===== src/sv/rdc_pkg.sv =====
// Shared types, codes and the Q1.15 sine table for the rotation direction classifier.
// Used by every module of the block; depends on nothing else.
`timescale 1ns / 1ps
`default_nettype none

package rdc_pkg;

  // Field widths
  localparam int COORD_WIDTH = 10;
  localparam int COUNT_WIDTH = 24;
  localparam int OUT_WIDTH   = 24;
  localparam int DEG_WIDTH   = 9;
  localparam int SINE_WIDTH  = 16;
  localparam int VEC_WIDTH   = COORD_WIDTH + 1;
  localparam int PROD_WIDTH  = SINE_WIDTH + VEC_WIDTH;
  localparam int SUM_WIDTH   = PROD_WIDTH + 1;
  localparam int ROM_IDX_W   = 7;

  // Configuration register indexes and reset values
  localparam logic [1:0] REG_ORIGIN_X     = 2'd0;
  localparam logic [1:0] REG_ORIGIN_Y     = 2'd1;
  localparam logic [1:0] REG_COORD_SOURCE = 2'd2;

  localparam logic [COORD_WIDTH-1:0] ORIGIN_X_RESET = COORD_WIDTH'(512);
  localparam logic [COORD_WIDTH-1:0] ORIGIN_Y_RESET = COORD_WIDTH'(512);

  // Coordinate source codes
  localparam logic [1:0] SRC_ROOM  = 2'd0;
  localparam logic [1:0] SRC_ARENA = 2'd1;
  localparam logic [1:0] SRC_RED   = 2'd2;

  // Result categories
  localparam logic [1:0] CAT_SKIP = 2'd0;
  localparam logic [1:0] CAT_CCW  = 2'd1;
  localparam logic [1:0] CAT_CW   = 2'd2;

  // Angle constants in degrees
  localparam logic [DEG_WIDTH-1:0] DEG_90  = DEG_WIDTH'(90);
  localparam logic [DEG_WIDTH-1:0] DEG_180 = DEG_WIDTH'(180);
  localparam logic [DEG_WIDTH-1:0] DEG_270 = DEG_WIDTH'(270);
  localparam logic [DEG_WIDTH-1:0] DEG_360 = DEG_WIDTH'(360);

  localparam logic [COUNT_WIDTH-1:0] COUNT_MAX = {COUNT_WIDTH{1'b1}};

  // sin(k) for k = 0..90 degrees, Q1.15
  localparam logic [SINE_WIDTH-1:0] SINE_ROM [0:90] = '{
    16'd0,     16'd572,   16'd1144,  16'd1715,  16'd2286,  16'd2856,  16'd3425,
    16'd3993,  16'd4560,  16'd5126,  16'd5690,  16'd6252,  16'd6813,  16'd7371,
    16'd7927,  16'd8481,  16'd9032,  16'd9580,  16'd10126, 16'd10668, 16'd11207,
    16'd11743, 16'd12275, 16'd12803, 16'd13328, 16'd13848, 16'd14365, 16'd14876,
    16'd15384, 16'd15886, 16'd16384, 16'd16877, 16'd17364, 16'd17847, 16'd18324,
    16'd18795, 16'd19261, 16'd19720, 16'd20174, 16'd20622, 16'd21063, 16'd21498,
    16'd21926, 16'd22348, 16'd22763, 16'd23170, 16'd23571, 16'd23965, 16'd24351,
    16'd24730, 16'd25102, 16'd25466, 16'd25822, 16'd26170, 16'd26510, 16'd26842,
    16'd27166, 16'd27482, 16'd27789, 16'd28088, 16'd28378, 16'd28660, 16'd28932,
    16'd29197, 16'd29452, 16'd29698, 16'd29935, 16'd30163, 16'd30382, 16'd30592,
    16'd30792, 16'd30983, 16'd31164, 16'd31336, 16'd31499, 16'd31651, 16'd31795,
    16'd31928, 16'd32052, 16'd32166, 16'd32270, 16'd32365, 16'd32449, 16'd32523,
    16'd32588, 16'd32643, 16'd32688, 16'd32723, 16'd32748, 16'd32763, 16'd32767
  };

  // Configuration registers as seen by the datapath
  typedef struct packed {
    logic [COORD_WIDTH-1:0] origin_x;
    logic [COORD_WIDTH-1:0] origin_y;
    logic [1:0]             coord_source;
  } rdc_cfg_t;

  // One input item as it arrives
  typedef struct packed {
    logic [COORD_WIDTH-1:0] room_x;
    logic [COORD_WIDTH-1:0] room_y;
    logic [COORD_WIDTH-1:0] arena_x;
    logic [COORD_WIDTH-1:0] arena_y;
    logic [COORD_WIDTH-1:0] red_x;
    logic [COORD_WIDTH-1:0] red_y;
    logic [DEG_WIDTH-1:0]   heading;
    logic                   heading_valid;
    logic                   final_record;
  } rdc_raw_t;

  // Position vector and heading sine/cosine
  typedef struct packed {
    logic signed [VEC_WIDTH-1:0]  x;
    logic signed [VEC_WIDTH-1:0]  y;
    logic signed [SINE_WIDTH-1:0] s;
    logic signed [SINE_WIDTH-1:0] c;
    logic                         live;
    logic                         last;
  } rdc_vec_t;

  // The four partial products of the cross and dot products
  typedef struct packed {
    logic signed [PROD_WIDTH-1:0] sx;
    logic signed [PROD_WIDTH-1:0] cy;
    logic signed [PROD_WIDTH-1:0] cx;
    logic signed [PROD_WIDTH-1:0] sy;
    logic                         live;
    logic                         last;
  } rdc_prod_t;

  // One result item
  typedef struct packed {
    logic [OUT_WIDTH-1:0] cw_total;
    logic [OUT_WIDTH-1:0] ccw_total;
    logic [OUT_WIDTH-1:0] slot;
    logic [1:0]           category;
    logic                 last;
  } rdc_res_t;

  // Signed Q1.15 sine of a heading in 0..359 degrees, by quadrant symmetry
  function automatic logic signed [SINE_WIDTH-1:0] sine_q15(input logic [DEG_WIDTH-1:0] deg);
    logic [ROM_IDX_W-1:0]  idx;
    logic                  neg;
    logic [SINE_WIDTH-1:0] mag;
    if (deg <= DEG_90) begin
      idx = ROM_IDX_W'(deg);
      neg = 1'b0;
    end else if (deg <= DEG_180) begin
      idx = ROM_IDX_W'(DEG_180 - deg);
      neg = 1'b0;
    end else if (deg <= DEG_270) begin
      idx = ROM_IDX_W'(deg - DEG_180);
      neg = 1'b1;
    end else begin
      idx = ROM_IDX_W'(DEG_360 - deg);
      neg = 1'b1;
    end
    mag = SINE_ROM[idx];
    return neg ? -$signed(mag) : $signed(mag);
  endfunction

endpackage

`default_nettype wire


===== src/sv/rotation_direction_classifier.sv =====
// Rotation direction classifier: classifies tracking records as counterclockwise or
// clockwise about a configured center and numbers them per session.
// Input items arrive on the s_axis channel, results leave on m_axis, and the
// center and coordinate source are set through the APB-style port.
// Each result carries a category (skipped, counterclockwise, clockwise), the
// record's slot within its category and the running totals of both categories.
// An accepted item passes in order through the input register, geometry and sine
// lookup, products, and decision and counters before its result is valid.
// Throughput: one item per cycle while the receiver takes results, with the counters
// updated in the decision stage; every stage holds one item.
// Reset clears all stage valids, both counters and the registers to their
// defaults (center 512, 512; camera red spot pair).
// When the receiver stalls, the result register holds and stages behind it keep
// filling; s_axis_tready falls only once every stage holds an item.
// A record with tlast set ends the session: both counters clear after it.
// Depends on rdc_pkg, rdc_cfg, rdc_geom, rdc_mult and rdc_decide.
`timescale 1ns / 1ps
`default_nettype none

module rotation_direction_classifier (
  input  wire logic        clk,
  input  wire logic        rst,
  // Input items
  input  wire logic        s_axis_tvalid,
  output logic             s_axis_tready,
  // room_x, room_y, arena_x, arena_y, red_x, red_y (10 bits each), heading (9), pad
  input  wire logic [71:0] s_axis_tdata,
  // heading_valid
  input  wire logic [0:0]  s_axis_tuser,
  // final_record
  input  wire logic        s_axis_tlast,
  // Result items
  output logic             m_axis_tvalid,
  input  wire logic        m_axis_tready,
  // category (2), slot (24), ccw_total (24), cw_total (24), pad
  output logic [79:0]      m_axis_tdata,
  // final_flag
  output logic             m_axis_tlast,
  // Configuration
  input  wire logic        psel,
  input  wire logic        penable,
  input  wire logic        pwrite,
  input  wire logic [3:0]  paddr,
  input  wire logic [31:0] pwdata,
  output logic      [31:0] prdata,
  output logic             pready
);

  rdc_pkg::rdc_cfg_t  cfg;
  rdc_pkg::rdc_raw_t  raw;
  rdc_pkg::rdc_vec_t  vec;
  rdc_pkg::rdc_prod_t prod;
  rdc_pkg::rdc_res_t  res;
  logic               vec_valid;
  logic               vec_ready;
  logic               prod_valid;
  logic               prod_ready;

  // Unpack the input item
  assign raw.room_x        = s_axis_tdata[9:0];
  assign raw.room_y        = s_axis_tdata[19:10];
  assign raw.arena_x       = s_axis_tdata[29:20];
  assign raw.arena_y       = s_axis_tdata[39:30];
  assign raw.red_x         = s_axis_tdata[49:40];
  assign raw.red_y         = s_axis_tdata[59:50];
  assign raw.heading       = s_axis_tdata[68:60];
  assign raw.heading_valid = s_axis_tuser[0];
  assign raw.final_record  = s_axis_tlast;

  rdc_cfg u_cfg (
    .clk     (clk),
    .rst     (rst),
    .psel    (psel),
    .penable (penable),
    .pwrite  (pwrite),
    .paddr   (paddr),
    .pwdata  (pwdata),
    .prdata  (prdata),
    .pready  (pready),
    .cfg     (cfg)
  );

  rdc_geom u_geom (
    .clk       (clk),
    .rst       (rst),
    .cfg       (cfg),
    .in_valid  (s_axis_tvalid),
    .in_ready  (s_axis_tready),
    .in_raw    (raw),
    .out_valid (vec_valid),
    .out_ready (vec_ready),
    .out_vec   (vec)
  );

  rdc_mult u_mult (
    .clk       (clk),
    .rst       (rst),
    .in_valid  (vec_valid),
    .in_ready  (vec_ready),
    .in_vec    (vec),
    .out_valid (prod_valid),
    .out_ready (prod_ready),
    .out_prod  (prod)
  );

  rdc_decide u_decide (
    .clk       (clk),
    .rst       (rst),
    .in_valid  (prod_valid),
    .in_ready  (prod_ready),
    .in_prod   (prod),
    .out_valid (m_axis_tvalid),
    .out_ready (m_axis_tready),
    .out_res   (res)
  );

  // Pack the result item
  assign m_axis_tdata = {6'd0, res.cw_total, res.ccw_total, res.slot, res.category};
  assign m_axis_tlast = res.last;

  // A skipped record never carries a slot
  a_skip_slot_zero: assert property (@(posedge clk) disable iff (rst)
    m_axis_tvalid && res.category == rdc_pkg::CAT_SKIP |-> res.slot == '0)
    else $error("skipped result with non-zero slot");

  // A counted record leaves its category total non-zero
  a_ccw_total: assert property (@(posedge clk) disable iff (rst)
    m_axis_tvalid && res.category == rdc_pkg::CAT_CCW |-> res.ccw_total != '0)
    else $error("counterclockwise result with zero total");

  a_cw_total: assert property (@(posedge clk) disable iff (rst)
    m_axis_tvalid && res.category == rdc_pkg::CAT_CW |-> res.cw_total != '0)
    else $error("clockwise result with zero total");

  // The input side backs up only behind a waiting result
  a_ready_backup: assert property (@(posedge clk) disable iff (rst)
    !s_axis_tready |-> m_axis_tvalid)
    else $error("input stalled with no result waiting");

endmodule

`default_nettype wire


===== src/sv/rdc_cfg.sv =====
// APB-style configuration registers: center coordinates and coordinate source.
// Depends on rdc_pkg for register indexes, reset values and the rdc_cfg_t type.
`timescale 1ns / 1ps
`default_nettype none

module rdc_cfg (
  input  wire logic              clk,
  input  wire logic              rst,
  input  wire logic              psel,
  input  wire logic              penable,
  input  wire logic              pwrite,
  input  wire logic [3:0]        paddr,
  input  wire logic [31:0]       pwdata,
  output logic      [31:0]       prdata,
  output logic                   pready,
  output rdc_pkg::rdc_cfg_t      cfg
);

  logic                            wr_en;
  logic [rdc_pkg::COORD_WIDTH-1:0] origin_x;
  logic [rdc_pkg::COORD_WIDTH-1:0] origin_y;
  logic [1:0]                      coord_source;

  assign pready = 1'b1;
  assign wr_en  = psel && penable && pwrite;

  // Register writes in the access cycle
  always_ff @(posedge clk) begin
    if (rst) begin
      origin_x     <= rdc_pkg::ORIGIN_X_RESET;
      origin_y     <= rdc_pkg::ORIGIN_Y_RESET;
      coord_source <= rdc_pkg::SRC_RED;
    end else if (wr_en) begin
      unique case (paddr[3:2])
        rdc_pkg::REG_ORIGIN_X:     origin_x     <= pwdata[rdc_pkg::COORD_WIDTH-1:0];
        rdc_pkg::REG_ORIGIN_Y:     origin_y     <= pwdata[rdc_pkg::COORD_WIDTH-1:0];
        rdc_pkg::REG_COORD_SOURCE: coord_source <= pwdata[1:0];
        default: ;
      endcase
    end
  end

  // Read-back
  always_comb begin
    unique case (paddr[3:2])
      rdc_pkg::REG_ORIGIN_X:     prdata = 32'(origin_x);
      rdc_pkg::REG_ORIGIN_Y:     prdata = 32'(origin_y);
      rdc_pkg::REG_COORD_SOURCE: prdata = 32'(coord_source);
      default:                   prdata = 32'd0;
    endcase
  end

  assign cfg.origin_x     = origin_x;
  assign cfg.origin_y     = origin_y;
  assign cfg.coord_source = coord_source;

endmodule

`default_nettype wire


===== src/sv/rdc_geom.sv =====
// Input register and geometry stage: picks the coordinate pair, subtracts the center
// and looks up the heading sine and cosine. Depends on rdc_pkg.
`timescale 1ns / 1ps
`default_nettype none

module rdc_geom (
  input  wire logic              clk,
  input  wire logic              rst,
  input  wire rdc_pkg::rdc_cfg_t cfg,
  input  wire logic              in_valid,
  output logic                   in_ready,
  input  wire rdc_pkg::rdc_raw_t in_raw,
  output logic                   out_valid,
  input  wire logic              out_ready,
  output rdc_pkg::rdc_vec_t      out_vec
);

  logic                            a_valid;
  rdc_pkg::rdc_raw_t               a_raw;
  logic                            b_valid;
  rdc_pkg::rdc_vec_t               b_vec;
  rdc_pkg::rdc_vec_t               b_vec_next;
  logic                            b_ready;
  logic [rdc_pkg::COORD_WIDTH-1:0] px;
  logic [rdc_pkg::COORD_WIDTH-1:0] py;
  logic [rdc_pkg::DEG_WIDTH-1:0]   h;
  logic [rdc_pkg::DEG_WIDTH-1:0]   h90;
  logic [rdc_pkg::DEG_WIDTH-1:0]   hc;

  assign b_ready  = !b_valid || out_ready;
  assign in_ready = !a_valid || b_ready;

  // Input register
  always_ff @(posedge clk) begin
    if (rst) begin
      a_valid <= 1'b0;
    end else if (in_ready) begin
      a_valid <= in_valid;
    end
    if (in_valid && in_ready) begin
      a_raw <= in_raw;
    end
  end

  // Coordinate pair selection; the unused code falls to the camera pair
  always_comb begin
    case (cfg.coord_source)
      rdc_pkg::SRC_ROOM: begin
        px = a_raw.room_x;
        py = a_raw.room_y;
      end
      rdc_pkg::SRC_ARENA: begin
        px = a_raw.arena_x;
        py = a_raw.arena_y;
      end
      default: begin
        px = a_raw.red_x;
        py = a_raw.red_y;
      end
    endcase
  end

  // Heading reduced into 0..359, and the cosine angle a quarter turn on
  always_comb begin
    h   = (a_raw.heading >= rdc_pkg::DEG_360) ? a_raw.heading - rdc_pkg::DEG_360
                                              : a_raw.heading;
    h90 = h + rdc_pkg::DEG_90;
    hc  = (h90 >= rdc_pkg::DEG_360) ? h90 - rdc_pkg::DEG_360 : h90;
  end

  // Position vector relative to the center, sine and cosine
  always_comb begin
    b_vec_next.x    = $signed({1'b0, px}) - $signed({1'b0, cfg.origin_x});
    b_vec_next.y    = $signed({1'b0, py}) - $signed({1'b0, cfg.origin_y});
    b_vec_next.s    = rdc_pkg::sine_q15(h);
    b_vec_next.c    = rdc_pkg::sine_q15(hc);
    b_vec_next.live = a_raw.heading_valid && (px != cfg.origin_x || py != cfg.origin_y);
    b_vec_next.last = a_raw.final_record;
  end

  // Geometry register
  always_ff @(posedge clk) begin
    if (rst) begin
      b_valid <= 1'b0;
    end else if (b_ready) begin
      b_valid <= a_valid;
    end
    if (a_valid && b_ready) begin
      b_vec <= b_vec_next;
    end
  end

  assign out_valid = b_valid;
  assign out_vec   = b_vec;

endmodule

`default_nettype wire


===== src/sv/rdc_mult.sv =====
// Product stage: the four signed products that make up the cross and dot products.
// Depends on rdc_pkg for the stage types.
`timescale 1ns / 1ps
`default_nettype none

module rdc_mult (
  input  wire logic              clk,
  input  wire logic              rst,
  input  wire logic              in_valid,
  output logic                   in_ready,
  input  wire rdc_pkg::rdc_vec_t in_vec,
  output logic                   out_valid,
  input  wire logic              out_ready,
  output rdc_pkg::rdc_prod_t     out_prod
);

  logic                                  c_valid;
  rdc_pkg::rdc_prod_t                    prod;
  rdc_pkg::rdc_prod_t                    prod_next;
  logic signed [rdc_pkg::VEC_WIDTH-1:0]  x;
  logic signed [rdc_pkg::VEC_WIDTH-1:0]  y;
  logic signed [rdc_pkg::SINE_WIDTH-1:0] s;
  logic signed [rdc_pkg::SINE_WIDTH-1:0] c;
  logic signed [rdc_pkg::PROD_WIDTH-1:0] sx;
  logic signed [rdc_pkg::PROD_WIDTH-1:0] cy;
  logic signed [rdc_pkg::PROD_WIDTH-1:0] cx;
  logic signed [rdc_pkg::PROD_WIDTH-1:0] sy;

  assign in_ready = !c_valid || out_ready;

  // Four independent multiplies at full product width
  always_comb begin
    x  = in_vec.x;
    y  = in_vec.y;
    s  = in_vec.s;
    c  = in_vec.c;
    sx = s * x;
    cy = c * y;
    cx = c * x;
    sy = s * y;
    prod_next.sx   = sx;
    prod_next.cy   = cy;
    prod_next.cx   = cx;
    prod_next.sy   = sy;
    prod_next.live = in_vec.live;
    prod_next.last = in_vec.last;
  end

  // Product register
  always_ff @(posedge clk) begin
    if (rst) begin
      c_valid <= 1'b0;
    end else if (in_ready) begin
      c_valid <= in_valid;
    end
    if (in_valid && in_ready) begin
      prod <= prod_next;
    end
  end

  assign out_valid = c_valid;
  assign out_prod  = prod;

endmodule

`default_nettype wire


===== src/sv/rdc_decide.sv =====
// Decision stage: signs of the cross and dot products, the two saturating category
// counters and the result register. Depends on rdc_pkg.
`timescale 1ns / 1ps
`default_nettype none

module rdc_decide (
  input  wire logic               clk,
  input  wire logic               rst,
  input  wire logic               in_valid,
  output logic                    in_ready,
  input  wire rdc_pkg::rdc_prod_t in_prod,
  output logic                    out_valid,
  input  wire logic               out_ready,
  output rdc_pkg::rdc_res_t       out_res
);

  logic                                 d_valid;
  rdc_pkg::rdc_res_t                    res;
  rdc_pkg::rdc_res_t                    res_next;
  logic [rdc_pkg::COUNT_WIDTH-1:0]      ccw_count;
  logic [rdc_pkg::COUNT_WIDTH-1:0]      cw_count;
  logic [rdc_pkg::COUNT_WIDTH-1:0]      ccw_after;
  logic [rdc_pkg::COUNT_WIDTH-1:0]      cw_after;
  logic [rdc_pkg::COUNT_WIDTH-1:0]      slot;
  logic signed [rdc_pkg::SUM_WIDTH-1:0] cross_sum;
  logic signed [rdc_pkg::SUM_WIDTH-1:0] dot;
  logic                                 is_ccw;
  logic                                 take;

  assign in_ready = !d_valid || out_ready;
  assign take     = in_valid && in_ready;

  // Rotation sense: cross product sign, dot product breaks a tie
  always_comb begin
    cross_sum = in_prod.sx - in_prod.cy;
    dot       = in_prod.cx + in_prod.sy;
    is_ccw    = (cross_sum > 0) || (cross_sum == 0 && dot > 0);
  end

  // Slot and saturating counts after this item
  always_comb begin
    ccw_after = ccw_count;
    cw_after  = cw_count;
    slot      = '0;
    if (in_prod.live) begin
      if (is_ccw) begin
        slot = ccw_count;
        if (ccw_count != rdc_pkg::COUNT_MAX) begin
          ccw_after = ccw_count + 1'b1;
        end
      end else begin
        slot = cw_count;
        if (cw_count != rdc_pkg::COUNT_MAX) begin
          cw_after = cw_count + 1'b1;
        end
      end
    end
    res_next.category  = !in_prod.live ? rdc_pkg::CAT_SKIP :
                         (is_ccw ? rdc_pkg::CAT_CCW : rdc_pkg::CAT_CW);
    res_next.slot      = rdc_pkg::OUT_WIDTH'(slot);
    res_next.ccw_total = rdc_pkg::OUT_WIDTH'(ccw_after);
    res_next.cw_total  = rdc_pkg::OUT_WIDTH'(cw_after);
    res_next.last      = in_prod.last;
  end

  // Counters clear after the last item of a session
  always_ff @(posedge clk) begin
    if (rst) begin
      ccw_count <= '0;
      cw_count  <= '0;
    end else if (take) begin
      ccw_count <= in_prod.last ? '0 : ccw_after;
      cw_count  <= in_prod.last ? '0 : cw_after;
    end
  end

  // Result register
  always_ff @(posedge clk) begin
    if (rst) begin
      d_valid <= 1'b0;
    end else if (in_ready) begin
      d_valid <= in_valid;
    end
    if (take) begin
      res <= res_next;
    end
  end

  assign out_valid = d_valid;
  assign out_res   = res;

endmodule

`default_nettype wire


===== config.mk =====
export PLATFORM = sky130hd
export DESIGN_NAME = rotation_direction_classifier
export DESIGN_NICKNAME = d
export VERILOG_FILES = /design/src/sv/rdc_pkg.sv /design/src/sv/rotation_direction_classifier.sv /design/src/sv/rdc_cfg.sv /design/src/sv/rdc_geom.sv /design/src/sv/rdc_mult.sv /design/src/sv/rdc_decide.sv
export SDC_FILE = /design/constraint.sdc
export NUM_CORES = 2
export LEC_CHECK = 0
export BUFFER_PORTS_ARGS = -buffer_cell sky130_fd_sc_hd__buf_2
export CORE_MARGIN = 4
export CORE_UTILIZATION = 65
export CTS_CLUSTER_DIAMETER = 150
export DETAILED_ROUTE_END_ITERATION = 8
export PLACE_DENSITY = 0.85
export SLEW_MARGIN = 10
export SYNTH_ARGS = -nofsm -noshare
export SYNTH_HDL_FRONTEND = slang
export SYNTH_SLANG_ARGS = --single-unit

===== constraint.sdc =====
create_clock -name clk -period 22.4 [get_ports clk]
set_input_delay 4.48 -clock clk [delete_from_list [all_inputs] [get_ports clk]]
set_output_delay 4.48 -clock clk [all_outputs]
set_load 0.005 [all_outputs]

# --- Yosys cells after proc, flatten, opt, wreduce, memory -nomap -nowiden ---
# Memories as Yosys holds them, arrays and structs flattened.
# Index checks and enable logic that the tools add are counted.
op_classes:
  addsub: 17
  n_mul: 4
  div: 0
  n_lt_le_gt_ge: 12
  n_eq_ne: 7
  n_shift: 0
  n_mux: 31
  n_bitwise: 2
  reduce_logical: 24
ops:
  columns: ["operator", "count"]
  rows:
  - ["two-way mux 24 bit", 9]
  - ["multiplier 16 x 11 -> 27 bit", 4]
  - ["two-way mux 16 bit", 6]
  - ["> comparator 28 x 1 -> 1 bit, second input constant", 2]
  - ["adder 24 x 1 -> 24 bit, second input constant", 2]
  - ["inequality test 24 bit, second input constant", 2]
  - ["two-way mux 7 bit", 6]
  - ["one-hot mux 10 bit (2 select lines)", 2]
  - ["logical NOT 32 bit", 1]
  - ["negator 16 bit", 2]
  - ["one-hot mux 10 bit (3 select lines)", 1]
  - ["adder 27 x 27 -> 28 bit", 1]
  - ["subtractor 27 x 27 -> 28 bit", 1]
  - ["subtractor 10 x 10 -> 11 bit", 2]
  - ["inequality test 10 bit", 2]
  - [">= comparator 9 bit, second input constant", 2]
  - ["less-or-equal comparator 9 x 7 -> 1 bit, second input constant", 2]
  - ["less-or-equal comparator 9 x 8 -> 1 bit, second input constant", 2]
  - ["less-or-equal comparator 9 bit, second input constant", 2]
  - ["two-way mux 9 bit", 2]
  - ["subtractor 9 bit, second input constant", 2]
  - [">= comparator 8 bit, second input constant", 2]
  - ["NOT 7 -> 8 bit", 2]
  - ["subtractor 6 x 7 -> 7 bit, first input constant", 2]
  - ["other kinds (12)", 36]
word_totals:
  ff_bits: 386
  latchBits: 0
  ram_bits: 0
  romBits: 4096
  in_bits: 117
  output_inout_bits: 116
  wordCells: 134
  memories: 2
memory_table:
  columns: ["memory", "words", "width", "rd", "rd_clocked_by_memory_dff", "write_ports", "line", "text"]
  rows:
  - ["(no name shown)", 128, 16, 1, 0, 0, "rdc_pkg.sv:129", "mag = SINE_ROM[idx];"]
  - ["(no name shown)", 128, 16, 1, 0, 0, "rdc_pkg.sv:129", null]

# --- Depth between registers and ports, before layout ---
logic_depth:
  depth_word: 15
  ltp_mapped: 34
  ltp_nobuf: 30

# --- Modules after synthesis ---
# A second synthesis with hierarchy kept.
hier_totals:
  cells_unflattened: 5641
  area_unflattened_um2: 51419.3
by_module_without_submodules:
  columns: ["module", "n_inst", "cells_each", "area_per_inst_um2", "seq_area_each_um2"]
  rows:
  - ["rdc_mult", 1, 3051, 28997.8, 3323.2]
  - ["rdc_geom", 1, 1319, 11569.8, 3853.7]
  - ["rdc_decide", 1, 1128, 9550.4, 3233.1]
  - ["rdc_cfg", 1, 136, 1252.5, 440.4]
  - ["rotation_direction_classifier", 1, 7, 48.8, 0.0]

# --- Least setup slack after synthesis ---
# OpenSTA, ideal clock, no wires.
synth_path:
  path_type: "input to register"
  start: "in m_axis_tready"
  end: "reg u_mult.out_prod[0] (netlist name)"
  setup_time_ns: 0.747
  t_arrival_ns: 12.514
  required_ns: 21.653
  slack_ns: 9.139
  path_stages: 2
  path_buffers: 0
  path_cell_list: "nor2b_1 a21boi_0"
synth_via:
  elab_chain_cells: 3
synth_rtl:
  columns: ["item", "line", "text"]
  rows:
  - ["start: declaration", "rotation_direction_classifier.sv:34", "input wire logic m_axis_tready,"]
  - ["logical OR 1 bit", "rdc_decide.sv:30", "assign in_ready = !d_valid || out_ready;"]
  - ["logical OR 1 bit", "rdc_mult.sv:29", "assign in_ready = !c_valid || out_ready;"]
  - ["logical AND 1 bit", "rdc_mult.sv:56", "if (in_valid && in_ready) begin"]
# No other way between the ends.
# A chain may end at the register's enable or synchronous reset.

# --- Worst setup path after layout ---
layout_path:
  start: "in m_axis_tready"
  end: "out s_axis_tready"
layout_via:
  elab_chain_cells: 4
layout_rtl:
  columns: ["item", "line", "text"]
  rows:
  - ["logical OR 1 bit", "rdc_decide.sv:30", null]
  - ["logical OR 1 bit", "rdc_mult.sv:29", null]
  - ["logical OR 1 bit", "rdc_geom.sv:30", "assign b_ready = !b_valid || out_ready;"]
  - ["logical OR 1 bit", "rdc_geom.sv:31", "assign in_ready = !a_valid || b_ready;"]
  - ["end: declaration", "rotation_direction_classifier.sv:25", "output logic s_axis_tready,"]
# No other way between the ends.

==> results.ini <==
[global_route]
grt_max_degree = 80
grt_pass1_wl_mm = 208
grt_pass1_vias = 41604
antenna_found_initial = 13
grt_util_all_layers_pct = 31.1
overflow = 0

[route]
num_vias = 40318
via_per_inst = 6.14
drtIter0Drc = 4074
wl_per_cell_um = 19.4
firstDrtPassIters = 6
drc = 0
routed_wl_mm = 127
ant_nets = 0

[timing]
worst_pin_slew_ns = 1.18
skew_ns = 0.0357
finalHoldViolations = 0
fin_setup_tns_ns = 0
fin_crit_sh_pct = 44.9
fmax_mhz = 99.4
rsz0062_at_grt = no
final.min_clock_period_ns = 10.06
drv_slew = 0
finalSetupViolCount = 0
max_slew_margin_pct = 21.0

[clocking]
ctsHoldBuffers = 0
worstSkewPairLatency_ns = 0.63
cts_tree = built
postCtsSetupBuffers = 0
cts_buffers = 42
clockRootBuffer = clkbuf_16
clk_pin_slew_ns = 0.06
cts.sinks = 386
clock_path_buffers = 3
htree_levels = 2
cts-resized-gates = 0

[place]
portBuffers = 176
dp_hpwl_mm = 92.7
globalplace.congestion = 0.949

[floorplan]
dieArea_um2 = 82000
core_area_um2 = 76300
initial_core_util_pct = 66.0
rows = 101
io_pins = 233
dieWidth_um = 286
die_h_um = 286

[finish]
area_growth_pct = 5.95
final_common_cell = inv_1
nNetsFinal = 6607
fillCellCount = 5595
drive_above_1_share_pct = 7.40
layout_common_cells = 844 x inv_1, 653 x fa_1, 600 x nand2_1

[critical_path]
critPathKind = in2out
start_kind = input pin
crit_fanout = 5
end_kind = primary output
required_ns = 17.92
cp.arrival_ns = 5.58

[synthesis]
synthArstFlopShare_pct = 0
yosys_register_bits = 386
yosysTopAreaCell = fa_1
synth_edf_count = 312
syn_avg_cell_area_um2 = 9.18
ys.flop_type = edfxtp_1
yosysTopAreaCellShare_pct = 26.0
yosysSeqAreaShare_pct = 21.5
synth.area.top_cells = fa_1 26%, edfxtp_1 19%, ha_1 8.5%
yosysUniqueCellTypes = 114
synth_cells = 5484
ys_warn_count = 0
syn_area_um2 = 50400

[run_status]
status = completed

[run]
cap_violations = 0

[min_path]
hold_path_class = reg2reg

cells by family (layout without fill, tap and decap cells):
group                    Yosys count  in the layout  share of synthesized area (%)
AND/OR/NAND/NOR                 1702           1702                           16.8
buffers and inverters           1162           1177                           9.01
adder cells (fa/ha/maj)          996            996                           34.5
AO/OA/AOI/OAI                    932            932                           12.5
flip-flops                       386            386                           21.5
XOR/XNOR                         224            224                           3.94
multiplexers                      80             80                           1.79
other                              2             40                         0.0149
final timing paths:
path | startpoint | end | slack (ns) | cells after the start
worst max-delay path | m_axis_tready | s_axis_tready | 12.34 | 5
worst min-delay path | u_geom.out_vec[0] | u_mult.out_prod[0] | 0.45 | 0
worst max register to register | u_geom.a_raw[5] | u_geom.out_vec[13] | 12.58 | 26
worst min register to register | u_geom.out_vec[0] | u_mult.out_prod[0] | 0.45 | 0
sequential cells by signal, indices dropped and copies added, names as in the netlist:
signal	count
u_mult.out_valid	1
u_decide.out_valid	1
u_geom.out_vec	56
u_decide.ccw_count	24
u_cfg.origin_y	10
u_mult.out_prod	110
u_geom.a_raw	71
u_decide.out_res	75
u_geom.out_valid	1
u_geom.a_valid	1
u_cfg.origin_x	10
u_cfg.coord_source	2
u_decide.cw_count	24
per-stage QoR:
| step | setup slack, ns | area, um2 | util, % | instances | hold WS, ns |
|---|---|---|---|---|---|
| CTS | 12.35 | 53300 | 69.9 | 6556 | 0.435 |
| global placement | 12.40 | 51900 | 68.0 | 6481 | 0.404 |
| detailed placement | 12.40 | 51900 | 68.0 | 6481 | 0.406 |
| floorplan | 9.14 | 50500 | - | 5511 | 0.400 |
| global route | 12.12 | 53400 | 69.9 | 6565 | 0.450 |
| finish | 12.34 | 53400 | 69.9 | 6567 | 0.447 |
layout make-up:
type	count	area, um2	area share [%]
Clock buffer	54	1160	2.17
Timing Repair Buffer	250	1440	2.69
Antenna cell	11	27.5	0.0516
Tap cell	1030	1290	2.41
Clock inverter	21	262	0.490
Sequential cell	386	10900	20.3
Multi-Input combinational cell	3963	35100	65.9
Inverter	852	3200	5.99
synth_stat cells, types with 11 or more instances:
library cell / number
a221oi_1: 14
nor2b_1: 28
nor4_1: 25
and3_1: 41
xnor2_1: 178
buf_2: 19
dfxtp_1: 74
a211oi_1: 36
nand2b_1: 73
o22ai_1: 14
and2_1: 364
or4_1: 16
nand3_1: 79
a21oi_1: 217
ha_1: 342
a311oi_1: 13
o21a_1: 24
a21o_1: 41
a2111oi_0: 12
o31a_1: 13
nand2_1: 600
o41ai_1: 14
nor3b_1: 11
nand4_1: 27
o211ai_1: 57
o221ai_1: 11
edfxtp_1: 312
or3_1: 21
fa_1: 653
nor3_1: 81
a31oi_1: 57
mux2i_1: 63
buf_1: 23
o31ai_1: 19
a21boi_0: 36
buf_4: 33
inv_1: 845
nor2_1: 280
o21ai_0: 207
a211o_1: 11
xor2_1: 44
clkbuf_1: 231
layer usage:
layer	GRT usage, %	wire [um]	part of all wire, %	up-vias
li1	-	-	-	18090
met1	40.1	47800	38	19652
met2	51.2	60300	47	2134
met3	5.61	11900	9.4	442
met4	15.3	7080	5.6	0
met5	0	0	0	-
critical path, stage by stage:
cell and delay, ns:
buf_2 0.10, nor2b_1 0.37, and3_1 0.38, nand2_1 0.11
buf_2 0.14
Power is left out: the tool's default activity adds up to more than one toggle a clock period on the data nets, which glitch-free logic cannot reach.
